<file path="src/rtl/crrs_pkg.sv">
// crrs_pkg: shared widths, reset values and register indexes for the
// cable retract/return sequencer; no dependencies
`timescale 1ns / 1ps
`default_nettype none

package crrs_pkg;

   // default sizing
   localparam int MAX_CABLES_DEF  = 32;
   localparam int TABLE_DEPTH_DEF = 64;

   // field widths
   localparam int CABLE_W   = 5;
   localparam int LEN_W     = 32;
   localparam int DT_W      = 16;
   localparam int FRAC_W    = 17;
   localparam int SETS_W    = 5;
   localparam int LIDX_W    = 6;
   localparam int ELAPSED_W = 40;

   // stream payload widths, padded to whole bytes
   localparam int REQ_DATA_W = 96;
   localparam int RSP_DATA_W = 48;

   // configuration port
   localparam int CSR_ADDR_W = 3;
   localparam int CSR_DATA_W = 32;

   localparam logic [CSR_ADDR_W-1:0] CSR_START_TIME   = 3'd0;
   localparam logic [CSR_ADDR_W-1:0] CSR_MIN_FRACTION = 3'd1;
   localparam logic [CSR_ADDR_W-1:0] CSR_RATE         = 3'd2;
   localparam logic [CSR_ADDR_W-1:0] CSR_LOOP_ENABLE  = 3'd3;
   localparam logic [CSR_ADDR_W-1:0] CSR_SET_COUNT    = 3'd4;

   // register reset values
   localparam logic [LEN_W-1:0]  START_TIME_RST   = 32'd0;
   localparam logic [FRAC_W-1:0] MIN_FRACTION_RST = 17'd32768;
   localparam logic [LEN_W-1:0]  RATE_RST         = 32'd65536;
   localparam logic [SETS_W-1:0] SET_COUNT_RST    = 5'd0;

   // item kind on req_tuser
   localparam logic FUNC_TICK = 1'b0;
   localparam logic FUNC_LOAD = 1'b1;

endpackage

`default_nettype wire

</file>
<file path="src/rtl/cable_retract_return_sequencer.sv">
// cable_retract_return_sequencer: top level of the cable gait sequencer
// depends on crrs_pkg and crrs_ram (cable table storage)
//
// path: an accepted request item passes the table read stage (stage a) and then the
//   output register, whose valid drives rsp_tvalid
// throughput: one item per cycle while rsp_tready is high; each item does one table
//   ram read (plus one write for a load); a held result stalls the request side
// reset: synchronous, active high; clears config registers to defaults and the
//   sequencer state; the cable table is undefined until loaded, no clearing pass
`timescale 1ns / 1ps
`default_nettype none

module cable_retract_return_sequencer #(
   parameter int MAX_CABLES  = crrs_pkg::MAX_CABLES_DEF,
   parameter int TABLE_DEPTH = crrs_pkg::TABLE_DEPTH_DEF
) (
   input  wire logic                            clock,
   input  wire logic                            reset,
   // request channel
   input  wire logic                            req_tvalid,
   output      logic                            req_tready,
   // dt[15:0], current_length[47:16], initial_length[79:48],
   // load_index[85:80], load_cable[90:86], zero pad[95:91]
   input  wire logic [crrs_pkg::REQ_DATA_W-1:0] req_tdata,
   // func: 0 tick, 1 table load
   input  wire logic                            req_tuser,
   // result channel
   output      logic                            rsp_tvalid,
   input  wire logic                            rsp_tready,
   // cable[4:0], command_valid[5], command_length[37:6], cable_done[38],
   // next_cable[43:39], retracting[44], all_done[45], zero pad[47:46]
   output      logic [crrs_pkg::RSP_DATA_W-1:0] rsp_tdata,
   // configuration write port
   input  wire logic                            csr_we,
   input  wire logic [crrs_pkg::CSR_ADDR_W-1:0] csr_addr,
   input  wire logic [crrs_pkg::CSR_DATA_W-1:0] csr_wdata
);

   localparam int CABLE_W   = crrs_pkg::CABLE_W;
   localparam int LEN_W     = crrs_pkg::LEN_W;
   localparam int DT_W      = crrs_pkg::DT_W;
   localparam int FRAC_W    = crrs_pkg::FRAC_W;
   localparam int SETS_W    = crrs_pkg::SETS_W;
   localparam int LIDX_W    = crrs_pkg::LIDX_W;
   localparam int ELAPSED_W = crrs_pkg::ELAPSED_W;

   // table address width and helpers for modulo-depth index arithmetic
   localparam int              IDX_W      = $clog2(TABLE_DEPTH);
   localparam logic [IDX_W:0]  DEPTH_C    = (IDX_W+1)'(TABLE_DEPTH);
   localparam logic [IDX_W:0]  SET_STRIDE = (IDX_W+1)'(4);
   localparam int              LCMP_W     = IDX_W + LIDX_W + 1;
   localparam logic [8:0]      CAB_MOD    = 9'(MAX_CABLES);
   localparam int              MOD_STEPS  = 8;

   // ---------------------------------------------------------------------
   // request field unpack
   // ---------------------------------------------------------------------
   logic [DT_W-1:0]    req_dt;
   logic [LEN_W-1:0]   req_current_length;
   logic [LEN_W-1:0]   req_initial_length;
   logic [LIDX_W-1:0]  req_load_index;
   logic [CABLE_W-1:0] req_load_cable;

   assign req_dt             = req_tdata[15:0];
   assign req_current_length = req_tdata[47:16];
   assign req_initial_length = req_tdata[79:48];
   assign req_load_index     = req_tdata[85:80];
   assign req_load_cable     = req_tdata[90:86];

   // ---------------------------------------------------------------------
   // configuration registers
   // ---------------------------------------------------------------------
   logic [LEN_W-1:0]  start_time_ff;
   logic [FRAC_W-1:0] min_fraction_ff;
   logic [LEN_W-1:0]  rate_ff;
   logic              loop_enable_ff;
   logic [SETS_W-1:0] set_count_ff;

   always_ff @(posedge clock) begin
      if (reset) begin
         start_time_ff   <= crrs_pkg::START_TIME_RST;
         min_fraction_ff <= crrs_pkg::MIN_FRACTION_RST;
         rate_ff         <= crrs_pkg::RATE_RST;
         loop_enable_ff  <= 1'b0;
         set_count_ff    <= crrs_pkg::SET_COUNT_RST;
      end else if (csr_we) begin
         unique case (csr_addr)
            crrs_pkg::CSR_START_TIME:   start_time_ff   <= csr_wdata[LEN_W-1:0];
            crrs_pkg::CSR_MIN_FRACTION: min_fraction_ff <= csr_wdata[FRAC_W-1:0];
            crrs_pkg::CSR_RATE:         rate_ff         <= csr_wdata[LEN_W-1:0];
            crrs_pkg::CSR_LOOP_ENABLE:  loop_enable_ff  <= csr_wdata[0];
            crrs_pkg::CSR_SET_COUNT:    set_count_ff    <= csr_wdata[SETS_W-1:0];
            default: ;  // writes past the register list are dropped
         endcase
      end
   end

   // ---------------------------------------------------------------------
   // pipeline handshake
   // stage a holds the item whose table read is in flight; the output
   // register holds a finished result until the sink takes it
   // ---------------------------------------------------------------------
   logic a_valid_ff;
   logic rsp_valid_ff;
   logic a_move;
   logic req_fire;

   assign a_move     = a_valid_ff && (!rsp_valid_ff || rsp_tready);
   assign req_tready = !a_valid_ff || a_move;
   assign req_fire   = req_tvalid && req_tready;

   // ---------------------------------------------------------------------
   // sequencer state
   // ---------------------------------------------------------------------
   logic [ELAPSED_W-1:0] elapsed_ff,  elapsed_in;
   logic                 retract_ff,  retract_in;
   logic                 finished_ff, finished_in;
   logic [1:0]           pos_ff,      pos_in;
   logic [SETS_W-1:0]    set_ff,      set_in;
   logic                 first_face_ff, first_face_in;
   // 4 * set_index modulo the table depth, kept alongside set_index
   logic [IDX_W-1:0]     base_ff,     base_in;

   // tick arithmetic
   logic [ELAPSED_W:0]         elapsed_sum;
   logic [ELAPSED_W-1:0]       elapsed_sat;
   logic                       running;
   logic [LEN_W+FRAC_W-1:0]    target_prod;
   logic [LEN_W:0]             target;
   logic                       above_target;
   logic                       below_initial;
   logic [LEN_W+DT_W-1:0]      step_prod;

   assign elapsed_sum   = {1'b0, elapsed_ff} + (ELAPSED_W+1)'(req_dt);
   assign elapsed_sat   = elapsed_sum[ELAPSED_W] ? '1 : elapsed_sum[ELAPSED_W-1:0];
   assign running       = (elapsed_sat > {8'd0, start_time_ff}) && !finished_ff;
   assign target_prod   = {{FRAC_W{1'b0}}, req_initial_length}
                        * {{LEN_W{1'b0}}, min_fraction_ff};
   // target above 32 bits behaves like a saturated target in this compare
   assign target        = target_prod[LEN_W+FRAC_W-1:16];
   assign above_target  = {1'b0, req_current_length} > target;
   assign below_initial = req_current_length < req_initial_length;
   assign step_prod     = {{DT_W{1'b0}}, rate_ff} * {{LEN_W{1'b0}}, req_dt};

   logic              is_tick;
   logic              tick_active;
   logic              cvalid_in;
   logic              cdone_in;
   logic [2:0]        pos_inc;
   logic [SETS_W:0]   set_inc;
   logic [IDX_W:0]    base_plus;
   logic [IDX_W-1:0]  base_step;

   assign is_tick     = req_fire && (req_tuser == crrs_pkg::FUNC_TICK);
   assign tick_active = is_tick && running;
   assign pos_inc     = {1'b0, pos_ff} + 3'd1;
   assign set_inc     = {1'b0, set_ff} + (SETS_W+1)'(1);
   assign base_plus   = {1'b0, base_ff} + SET_STRIDE;
   assign base_step   = (base_plus >= DEPTH_C) ? IDX_W'(base_plus - DEPTH_C)
                                               : base_plus[IDX_W-1:0];

   always_comb begin
      elapsed_in    = elapsed_ff;
      retract_in    = retract_ff;
      finished_in   = finished_ff;
      pos_in        = pos_ff;
      set_in        = set_ff;
      first_face_in = first_face_ff;
      base_in       = base_ff;
      cvalid_in     = 1'b0;
      cdone_in      = 1'b0;

      if (is_tick) begin
         elapsed_in = elapsed_sat;
      end

      if (tick_active) begin
         if (retract_ff) begin
            if (above_target) begin
               cvalid_in = 1'b1;
            end else begin
               cdone_in = 1'b1;
               // first face: three cables in, then return them
               if (pos_inc == 3'd3 && first_face_ff) begin
                  pos_in     = 2'd0;
                  retract_in = 1'b0;
               end else if (pos_inc == 3'd4) begin
                  // fourth cable returns in place
                  pos_in     = 2'd3;
                  retract_in = 1'b0;
               end else begin
                  pos_in = pos_inc[1:0];
               end
            end
         end else begin
            if (below_initial) begin
               cvalid_in = 1'b1;
            end else begin
               cdone_in = 1'b1;
               if (pos_inc == 3'd3) begin
                  // first face returned, go retract the fourth cable
                  pos_in        = 2'd3;
                  first_face_in = 1'b0;
                  retract_in    = 1'b1;
               end else if (pos_inc == 3'd4) begin
                  // set complete
                  pos_in        = 2'd0;
                  first_face_in = 1'b1;
                  retract_in    = 1'b1;
                  if (set_inc >= {1'b0, set_count_ff}) begin
                     if (loop_enable_ff) begin
                        set_in  = '0;
                        base_in = '0;
                     end else begin
                        set_in      = set_inc[SETS_W-1:0];
                        base_in     = (set_inc[SETS_W-1:0] == '0) ? '0 : base_step;
                        finished_in = 1'b1;
                     end
                  end else begin
                     set_in  = set_inc[SETS_W-1:0];
                     base_in = (set_inc[SETS_W-1:0] == '0) ? '0 : base_step;
                  end
               end else begin
                  pos_in = pos_inc[1:0];
               end
            end
         end
      end
   end

   always_ff @(posedge clock) begin
      if (reset) begin
         elapsed_ff    <= '0;
         retract_ff    <= 1'b1;
         finished_ff   <= 1'b0;
         pos_ff        <= '0;
         set_ff        <= '0;
         first_face_ff <= 1'b1;
         base_ff       <= '0;
      end else if (req_fire) begin
         elapsed_ff    <= elapsed_in;
         retract_ff    <= retract_in;
         finished_ff   <= finished_in;
         pos_ff        <= pos_in;
         set_ff        <= set_in;
         first_face_ff <= first_face_in;
         base_ff       <= base_in;
      end
   end

   // ---------------------------------------------------------------------
   // cable table: write on load, read the entry selected after this item
   // ---------------------------------------------------------------------
   logic [IDX_W:0]     idx_sum;
   logic [IDX_W-1:0]   idx_next;
   logic               load_in_range;
   logic               tbl_wr_en;
   logic [IDX_W-1:0]   tbl_wr_addr;
   logic [CABLE_W-1:0] tbl_wr_data;
   logic [CABLE_W-1:0] tbl_rd_data;
   logic [8:0]         cab_rem;

   assign idx_sum  = {1'b0, base_in} + (IDX_W+1)'(pos_in);
   assign idx_next = (idx_sum >= DEPTH_C) ? IDX_W'(idx_sum - DEPTH_C) : idx_sum[IDX_W-1:0];

   // cable number modulo the cable count, by repeated subtract on a narrow value
   always_comb begin
      cab_rem = 9'(req_load_cable);
      for (int i = 0; i < MOD_STEPS; i++) begin
         if (cab_rem >= CAB_MOD) begin
            cab_rem = cab_rem - CAB_MOD;
         end
      end
   end

   assign load_in_range = LCMP_W'(req_load_index) < LCMP_W'(TABLE_DEPTH);
   assign tbl_wr_en     = req_fire && (req_tuser == crrs_pkg::FUNC_LOAD) && load_in_range;
   assign tbl_wr_addr   = IDX_W'(req_load_index);
   assign tbl_wr_data   = cab_rem[CABLE_W-1:0];

   crrs_ram #(
      .WIDTH (CABLE_W),
      .DEPTH (TABLE_DEPTH)
   ) u_table (
      .clock   (clock),
      .wr_en   (tbl_wr_en),
      .wr_addr (tbl_wr_addr),
      .wr_data (tbl_wr_data),
      .rd_en   (req_fire),
      .rd_addr (idx_next),
      .rd_data (tbl_rd_data)
   );

   // ---------------------------------------------------------------------
   // stage a: item waiting on its table read
   // ---------------------------------------------------------------------
   logic               a_cvalid_ff;
   logic               a_cdone_ff;
   logic               a_retract_op_ff;
   logic [LEN_W-1:0]   a_step_ff;
   logic [LEN_W-1:0]   a_cur_ff;
   logic               a_finished_ff;
   logic               a_retracting_ff;
   // load into the entry being read in the same cycle: ram returns old data
   logic               a_fwd_ff;
   logic [CABLE_W-1:0] a_fwd_data_ff;

   always_ff @(posedge clock) begin
      if (reset) begin
         a_valid_ff <= 1'b0;
      end else if (req_fire) begin
         a_valid_ff <= 1'b1;
      end else if (a_move) begin
         a_valid_ff <= 1'b0;
      end
   end

   always_ff @(posedge clock) begin
      if (req_fire) begin
         a_cvalid_ff     <= cvalid_in;
         a_cdone_ff      <= cdone_in;
         a_retract_op_ff <= retract_ff;
         a_step_ff       <= step_prod[LEN_W+DT_W-1:DT_W];
         a_cur_ff        <= req_current_length;
         a_finished_ff   <= finished_in;
         a_retracting_ff <= retract_in;
         a_fwd_ff        <= tbl_wr_en && (tbl_wr_addr == idx_next);
         a_fwd_data_ff   <= tbl_wr_data;
      end
   end

   // cable selected before the item in stage a
   logic [CABLE_W-1:0] last_next_ff;
   logic [CABLE_W-1:0] a_next;
   logic [LEN_W:0]     a_ret_sum;
   logic [LEN_W-1:0]   a_clen;

   assign a_next    = a_finished_ff ? '0 : (a_fwd_ff ? a_fwd_data_ff : tbl_rd_data);
   assign a_ret_sum = {1'b0, a_cur_ff} + {1'b0, a_step_ff};

   always_comb begin
      a_clen = '0;
      if (a_cvalid_ff) begin
         if (a_retract_op_ff) begin
            // retract saturates at zero
            a_clen = (a_step_ff >= a_cur_ff) ? '0 : a_cur_ff - a_step_ff;
         end else begin
            // return saturates at full scale
            a_clen = a_ret_sum[LEN_W] ? '1 : a_ret_sum[LEN_W-1:0];
         end
      end
   end

   // ---------------------------------------------------------------------
   // output register
   // ---------------------------------------------------------------------
   logic [crrs_pkg::RSP_DATA_W-1:0] rsp_data_ff;

   always_ff @(posedge clock) begin
      if (reset) begin
         rsp_valid_ff <= 1'b0;
         last_next_ff <= '0;
      end else if (a_move) begin
         rsp_valid_ff <= 1'b1;
         last_next_ff <= a_next;
      end else if (rsp_tready) begin
         rsp_valid_ff <= 1'b0;
      end
   end

   always_ff @(posedge clock) begin
      if (a_move) begin
         rsp_data_ff <= {2'b00, a_finished_ff, a_retracting_ff, a_next,
                         a_cdone_ff, a_clen, a_cvalid_ff, last_next_ff};
      end
   end

   assign rsp_tvalid = rsp_valid_ff;
   assign rsp_tdata  = rsp_data_ff;

   // ---------------------------------------------------------------------
   // assertions
   // ---------------------------------------------------------------------

   // position three is only reached on the second face of a set
   a_pos_face: assert property (@(posedge clock) disable iff (reset)
      (pos_ff == 2'd3) |-> !first_face_ff)
      else $error("position 3 reached during first face");

   // once finished the sequencer stays finished until reset
   a_finished_sticky: assert property (@(posedge clock) disable iff (reset)
      finished_ff |=> finished_ff)
      else $error("finished flag cleared without reset");

   // a command never coincides with a done or with the finishing step
   a_cmd_excl: assert property (@(posedge clock) disable iff (reset)
      rsp_tvalid |-> !(rsp_tdata[5] && (rsp_tdata[38] || rsp_tdata[45])))
      else $error("command issued together with done");

   // elapsed time only grows
   a_elapsed_mono: assert property (@(posedge clock) disable iff (reset)
      1'b1 |=> elapsed_ff >= $past(elapsed_ff))
      else $error("elapsed time went backwards");

endmodule

`default_nettype wire

</file>
<file path="src/rtl/crrs_ram.sv">
// crrs_ram: generic single-write, single-read synchronous ram with a
// registered read port that holds its data when not enabled; no dependencies
`timescale 1ns / 1ps
`default_nettype none

module crrs_ram #(
   parameter int WIDTH = 8,
   parameter int DEPTH = 64
) (
   input  wire logic                     clock,
   input  wire logic                     wr_en,
   input  wire logic [$clog2(DEPTH)-1:0] wr_addr,
   input  wire logic [WIDTH-1:0]         wr_data,
   input  wire logic                     rd_en,
   input  wire logic [$clog2(DEPTH)-1:0] rd_addr,
   output      logic [WIDTH-1:0]         rd_data
);

   logic [WIDTH-1:0] mem_ff [DEPTH];
   logic [WIDTH-1:0] rd_data_ff;

   always_ff @(posedge clock) begin
      if (wr_en) begin
         mem_ff[wr_addr] <= wr_data;
      end
      if (rd_en) begin
         rd_data_ff <= mem_ff[rd_addr];
      end
   end

   assign rd_data = rd_data_ff;

endmodule

`default_nettype wire
</file>
<file path="config.mk">
export PLATFORM = sky130hd
export DESIGN_NAME = cable_retract_return_sequencer
export DESIGN_NICKNAME = d
export VERILOG_FILES = /design/src/rtl/crrs_pkg.sv /design/src/rtl/cable_retract_return_sequencer.sv /design/src/rtl/crrs_ram.sv
export SDC_FILE = /design/constraint.sdc
export NUM_CORES = 2
export LEC_CHECK = 0
export ABC_AREA = 1
export BUFFER_PORTS_ARGS = -buffer_cell sky130_fd_sc_hd__buf_4
export CORE_ASPECT_RATIO = 0.9
export CORE_MARGIN = 4
export CORE_UTILIZATION = 45
export CTS_BUF_LIST = sky130_fd_sc_hd__clkbuf_8
export DETAILED_ROUTE_END_ITERATION = 7
export PLACE_DENSITY = 0.67
export SETUP_SLACK_MARGIN = 0.05
export SYNTH_ARGS = -nofsm -noshare
export SYNTH_HDL_FRONTEND = slang
export SYNTH_SLANG_ARGS = --single-unit
</file>
<file path="constraint.sdc">
create_clock -name clock -period 34.4 [get_ports clock]
set_clock_uncertainty 0.05 [all_clocks]
set_input_delay 5.16 -clock clock [delete_from_list [all_inputs] [get_ports clock]]
set_output_delay 5.16 -clock clock [all_outputs]
set_load 0.05 [all_outputs]
</file>
Yosys cells after proc, flatten, opt, wreduce, memory -nomap -nowiden
Memories as Yosys holds them, arrays and structs flattened. A register that Yosys moved wholly into a read port is not among the register bits. Index checks and enable logic that the tools add are counted.

$add $sub $neg: 9. Multiply operators: 2. Div/mod/pow operators: 0. $lt $le $gt $ge: 7. Equality and inequality tests: 7. Shift-type cells: 0. Multiplexer cells: 55. Bitwise operators: 4. Reduce and logical (&&, ||, !) cells: 26.

Operators with widths (number): $mux 32 (3); $mux 6 (10); $mul 32x17->49 (1); $mul 32x16->48 (1); $add 40x16->41 (1); $gt 40x32->1 (1); $mux 40 (1); $add 32x32->33 (1); $gt 32x33->1 (1); $ge 32x32->1 (1); $lt 32x32->1 (1); $sub 32x32->32 (1); $mux 1 (29); $mux 5 (4); $mux 2 (8); $ge 7x7->1 const B (2); $reduce_and 2->1 (6); $sub 6x1->6 const B (2); $eq 3x2->1 const B (3); $logic_and 1x1->1 (8); $add 6x2->7 (1); $add 6x3->7 const B (1); $add 5x1->6 const B (1); $eq 3x3->1 const B (2); 12 further kinds (20).

Register bits after elaboration: 271. Latch bits: 0. RAM bits: 320. Bits in read-only memories: 0. Logic and storage cells: 137. Memories kept: 1.

Memories: u_table.mem_ff (words 64, bits a word 5, rd ports 1, clocked after memory_dff 1, wr ports 1, RTL line crrs_ram.sv:19) `logic [WIDTH-1:0] mem_ff [DEPTH];`.

Longest topological paths before layout
Word-level depth: 16. Gate-level depth with buffers: 60. Mapped depth without buffers: 56.

By module
A second synthesis with hierarchy kept.

Cell total of the unflattened synthesis: 7928. Area, all modules: 64918.5 um^2.

Modules (own cells, without submodules): cable_retract_return_sequencer (times used 1, cells an instance 6766, area an instance 51480.6 um^2, sequential area each 6636.4 um^2); crrs_ram (times used 1, cells an instance 1162, area an instance 13437.9 um^2, sequential area each 9759.4 um^2).

Least setup slack after synthesis
Ideal clock, no wire load.

Path kind: input port to flip-flop. Start: input req_tdata[55] (netlist bit). End: register u_table.rd_data_ff[0] (netlist: u_table.rd_data[0]) (read register of u_table.mem_ff), data pin. Setup time: 0.253 ns. Arrival: 14.130 ns. Required time: 34.097 ns. Slack: 19.967 ns. Stages: 53. Path buffers: 4. Cell sequence: clkbuf_1 > buf_1 > nand2_1 > fa_1 > inv_1 > fa_1 > inv_1 > fa_1 > inv_1 > fa_1 > inv_1 > fa_1 > inv_1 > fa_1 > ha_1 > nand2_1 > nor2_1 > a211oi_1 > [17 not listed] > nor2_1 > nand2_1 > nand3_1 > nand3_1 > o21ai_0 > inv_1 > ha_1 > inv_1 > fa_1 > clkinv_1 > clkbuf_1 > clkbuf_1 > a32o_1 > nand2_1 > nand3_1 > nand3_1 > nand3_1 > nand2_1.

Cells in the longest elaborated chain, start to end: 8. Elaborated cells on any way between the ends: 14. Those cells by class: add/sub (2); mul (1); order compare (3); mux (8).

Ends and longest elaborated chain: start: declaration (RTL line cable_retract_return_sequencer.sv:24) `input wire logic [crrs_pkg::REQ_DATA_W-1:0] req_tdata,`; $mul 32x17->49 (RTL line cable_retract_return_sequencer.sv:138) `* {{LEN_W{1'b0}}, min_fraction_ff};`; $gt 32x33->1 (RTL line cable_retract_return_sequencer.sv:141) `assign above_target = {1'b0, req_current_length} > target;`; $mux 2 (RTL line cable_retract_return_sequencer.sv:179) `if (above_target) begin`; $mux 2 * (RTL line cable_retract_return_sequencer.sv:178) `if (retract_ff) begin`; $mux 2 * (RTL line cable_retract_return_sequencer.sv:177) `if (tick_active) begin`; net pos_in[0] (RTL line cable_retract_return_sequencer.sv:118) `logic [1:0] pos_ff, pos_in;`; $add 6x2->7 * (RTL line cable_retract_return_sequencer.sv:263) `assign idx_sum = {1'b0, base_in} + (IDX_W+1)'(pos_in);`; $sub 6x1->6 / $ge 7x7->1 (equally long branches) (RTL line cable_retract_return_sequencer.sv:264) `assign idx_next = (idx_sum >= DEPTH_C) ? IDX_W'(idx_sum - DEPTH_C) : idx_sum[IDX_W-1:0];`; $mux 6 * (RTL line cable_retract_return_sequencer.sv:264); end: declaration (RTL line crrs_ram.sv:20) `logic [WIDTH-1:0] rd_data_ff;`.

The timed path passes the listed nets; every way through them passes the cells marked *. A chain may end at the register's enable or synchronous reset.

Worst setup path after layout
Start: input req_tdata[55] (netlist bit). End: register u_table.rd_data_ff[1] (netlist: u_table.rd_data[1]) (read register of u_table.mem_ff), data pin.

Same word-level chain as after synthesis.

==> qor.yml <==
p_leak_nw: 32.9
cp_data_arrival_time_ps: 16580
syn_inst: 7732
path_class: "in2reg"
post-synth-top-count-cell: "nand2_1"
ant_nets: 0
p_seq_frac: 0.321
wl_per_cell_microns: 19.1
seq_area_frac_synth: 0.255
worstPathRequired_ps: 34990
rsz0062_at_grt: "false"
async_reset_ff_frac: 0
slew_viol_final: 0
pin_count: 187
grt_max_degree: 116
antenna_found_initial: 15
drt_iter0_drc: 4327
hold_slack_ps: 376
postCtsSetupBuffers: 0
min_period_ps: 15980
cts_inserted_buffers: 96
ys_warn_count: 0
fmax_mhz: 62.6
yosys_most_used_dff: "edfxtp_1"
grt_pass1_vias: 52000
worst_r2r_path_depth: 54
place_congestion: 0.954
synth_area_leaders: "fa_1 27%, edfxtp_1 21%, nand2_1 10%, inv_1 9.8%, ha_1 8.3%"
setup_viol: 0
p_int_mw: 1.53
start_kind: "primary input"
max_slew_margin: 0.199
insertion_delay_ps: 790
hold_violations: 0
finalPower_mw: 2.62
drt-vias-per-instance: 5.31
crit_fanout: 115
avgSynthCellArea_sq_um: 8.32
ir_drop_uv: 40.3
switching_share: 0.417
min_from: "last_next_ff[3]$_SDFFE_PP0P_"
violations: "design-rule violations"
layout.nets: 9105
ctsResizeCount: 0
nFillCells: 13500
hold_buffers: 0
critPathSlowestCell: "buf_4"
placed_area_sq_um: 66900
r2r_slack_ps: 22150
crit_top_cell: "nand2_1"
rows: 131
core_sq_um: 142000
track_usage: 0.246
power_switching_mw: 1.09
place_hpwl_mm: 136
synth-seq-cells: 596
power_density_nw_per_um2: 38.0
crit_path_end_kind: "flop"
layout-area-overhead-vs-synth_pct: 7.05
final_core_util: 0.485
seq_area_sq_um: 16400
slowest_delay_ps: 900
p_comb_frac: 0.440
drive_gt1_frac: 0.0578
dr.pass1.iters: 8
cts.sinks: 596
multi_input_area_sq_um: 40100
r2r-start: "min_fraction_ff[10]$_SDFFE_PP0P_"
fin_area_sq_um: 68900
start_util: 0.453
post-route-drc-count: 6
cts_tree: "yes"
outcome: "finished, violations left"
wl_mm: 183
rr_endpoint: "u_table.rd_data[1]$_DFFE_PP_"
overflow: 0
drv_cap: 0
min_delay_worst_endpoint: "rsp_tdata[3]$_DFFE_PP_"
clk_path_buf_depth: 3
die_w_microns: 407
grt_pass1_wl_mm: 289
synth_area_sq_um: 64300
synthTopCellsByCount: "1,754 x nand2_1, 1,685 x inv_1, 868 x fa_1, 503 x nor2_1, 446 x edfxtp_1"
fin_tns_setup_ps: 0
htree_levels: 3
hold_class: "reg2reg"
synth_cell_types: 66
pwr-share-clk: 0.239
synth_edf_count: 446
yosysTopAreaCellShare: 0.270
die_h_microns: 367
dr_total_vias: 51100
path_clk_slew_ps: 60
yosys.area.top_type: "fa_1"
io_buffer_count: 179
cts-root-buf: "clkbuf_8"
hold_depth: 0
dieArea_sq_um: 149000
crit_path_start: "req_tdata[55]"
fin_crit_sh: 0.465
tightest_slew_ps: 1200
==> per-stage QoR <==
step | instances | worst slack (ps)
floorplan | 7733 | 19970
global placement | 9438 | 17870
detailed placement | 9438 | 17770
CTS | 9612 | 18580
global route | 9614 | 17570
finish | 9625 | 18420
==> kinds of logic (layout without fill, tap and decap cells) <==
kind of cell / count (synthesis) / after routing / synth area share
AND/OR/NAND/NOR: 2648 / 2648 / 0.167
XOR/XNOR: 116 / 116 / 0.0158
adder cells (fa/ha/maj): 1294 / 1294 / 0.353
buffers and inverters: 2088 / 2105 / 0.123
AO/OA/AOI/OAI: 989 / 989 / 0.0861
other: 1 / 15 / 0.0000583
flip-flops: 596 / 596 / 0.255
==> metal layers <==
| metal | part of all wire | track usage | vias up |
|---|---|---|---|
| met2 | 0.46 | 0.394 | 2043 |
| met1 | 0.41 | 0.328 | 25000 |
| li1 | - | - | 23700 |
| met3 | 0.086 | 0.0503 | 358 |
| met4 | 0.042 | 0.0964 | 6 |
| met5 | 0.00022 | 0 | - |
==> cell type report <==
cell class                 count  share of cell area
antenna                       13            0.000472
clock buffer                  98              0.0196
clock inverter                76             0.00869
inverter                    1705              0.0930
multi-input combinational   5049               0.582
sequential                   596               0.238
tap                         1862              0.0338
timing repair buffer         226              0.0246
==> critical path: cells and delay by family <==
kind | cells | cell delay (ps)
and+or+nand+nor | 22 | 2600
buffers and inverters | 11 | 2120
adders and majority gates | 10 | 4390
AOI/OAI and AO/OA | 10 | 2130
xor gates and xnor gates | 1 | 100
==> how the worst max path moves through the flow <==
stage | to
finish | u_table.rd_data[1]$_DFFE_PP_
CTS | u_table.rd_data[1]$_DFFE_PP_
global placement | u_table.rd_data[0]$_DFFE_PP_
detailed placement | u_table.rd_data[1]$_DFFE_PP_
global route | u_table.rd_data[1]$_DFFE_PP_
floorplan | u_table.rd_data[0]$_DFFE_PP_
==> placed cells by master (no fill, tap or decap), types with 12 or more instances in the layout <==
cell type,instances
o22ai_1,45
nor4_1,14
nand4_1,40
ha_1,425
nor2_2,12
xor2_1,81
clkinv_2,16
nor2_1,503
inv_2,16
or2_2,19
clkinv_1,24
a21o_1,13
a21oi_1,409
nand2_2,14
diode_2,13
buf_4,226
a211oi_1,21
o211ai_1,13
o21ai_0,351
xnor2_1,35
clkbuf_8,98
nand3_1,209
o21a_1,15
inv_1,1706
nand2_1,1754
dfxtp_1,150
edfxtp_1,446
a32o_1,35
o21bai_1,12
nand3b_1,18
a31oi_1,25
nor3_1,36
fa_1,868
==> flip-flops by register name, indices dropped and copies added, names as in the netlist, 5 cells and up <==
signal and cells:
base_ff 6, u_table.mem_ff 320, set_ff 5, rsp_tdata 46, set_count_ff 5, start_time_ff 32, a_fwd_data_ff 5, rate_ff 32
min_fraction_ff 17, last_next_ff 5, a_step_ff 32, u_table.rd_data 5, elapsed_ff 40, a_cur_ff 32
==> power groups by stage <==
stage / clock network, mW / registers (mW) / logic (mW)
after floorplan: 0 / 0.854 / 0.814
after global placement: 0 / 0.856 / 1.12
after detailed placement: 0 / 0.856 / 1.14
after CTS: 0.643 / 0.841 / 1.15
after global routing: 0.677 / 0.843 / 1.31
final: 0.625 / 0.841 / 1.15
(Power assumes the default switching activity.)
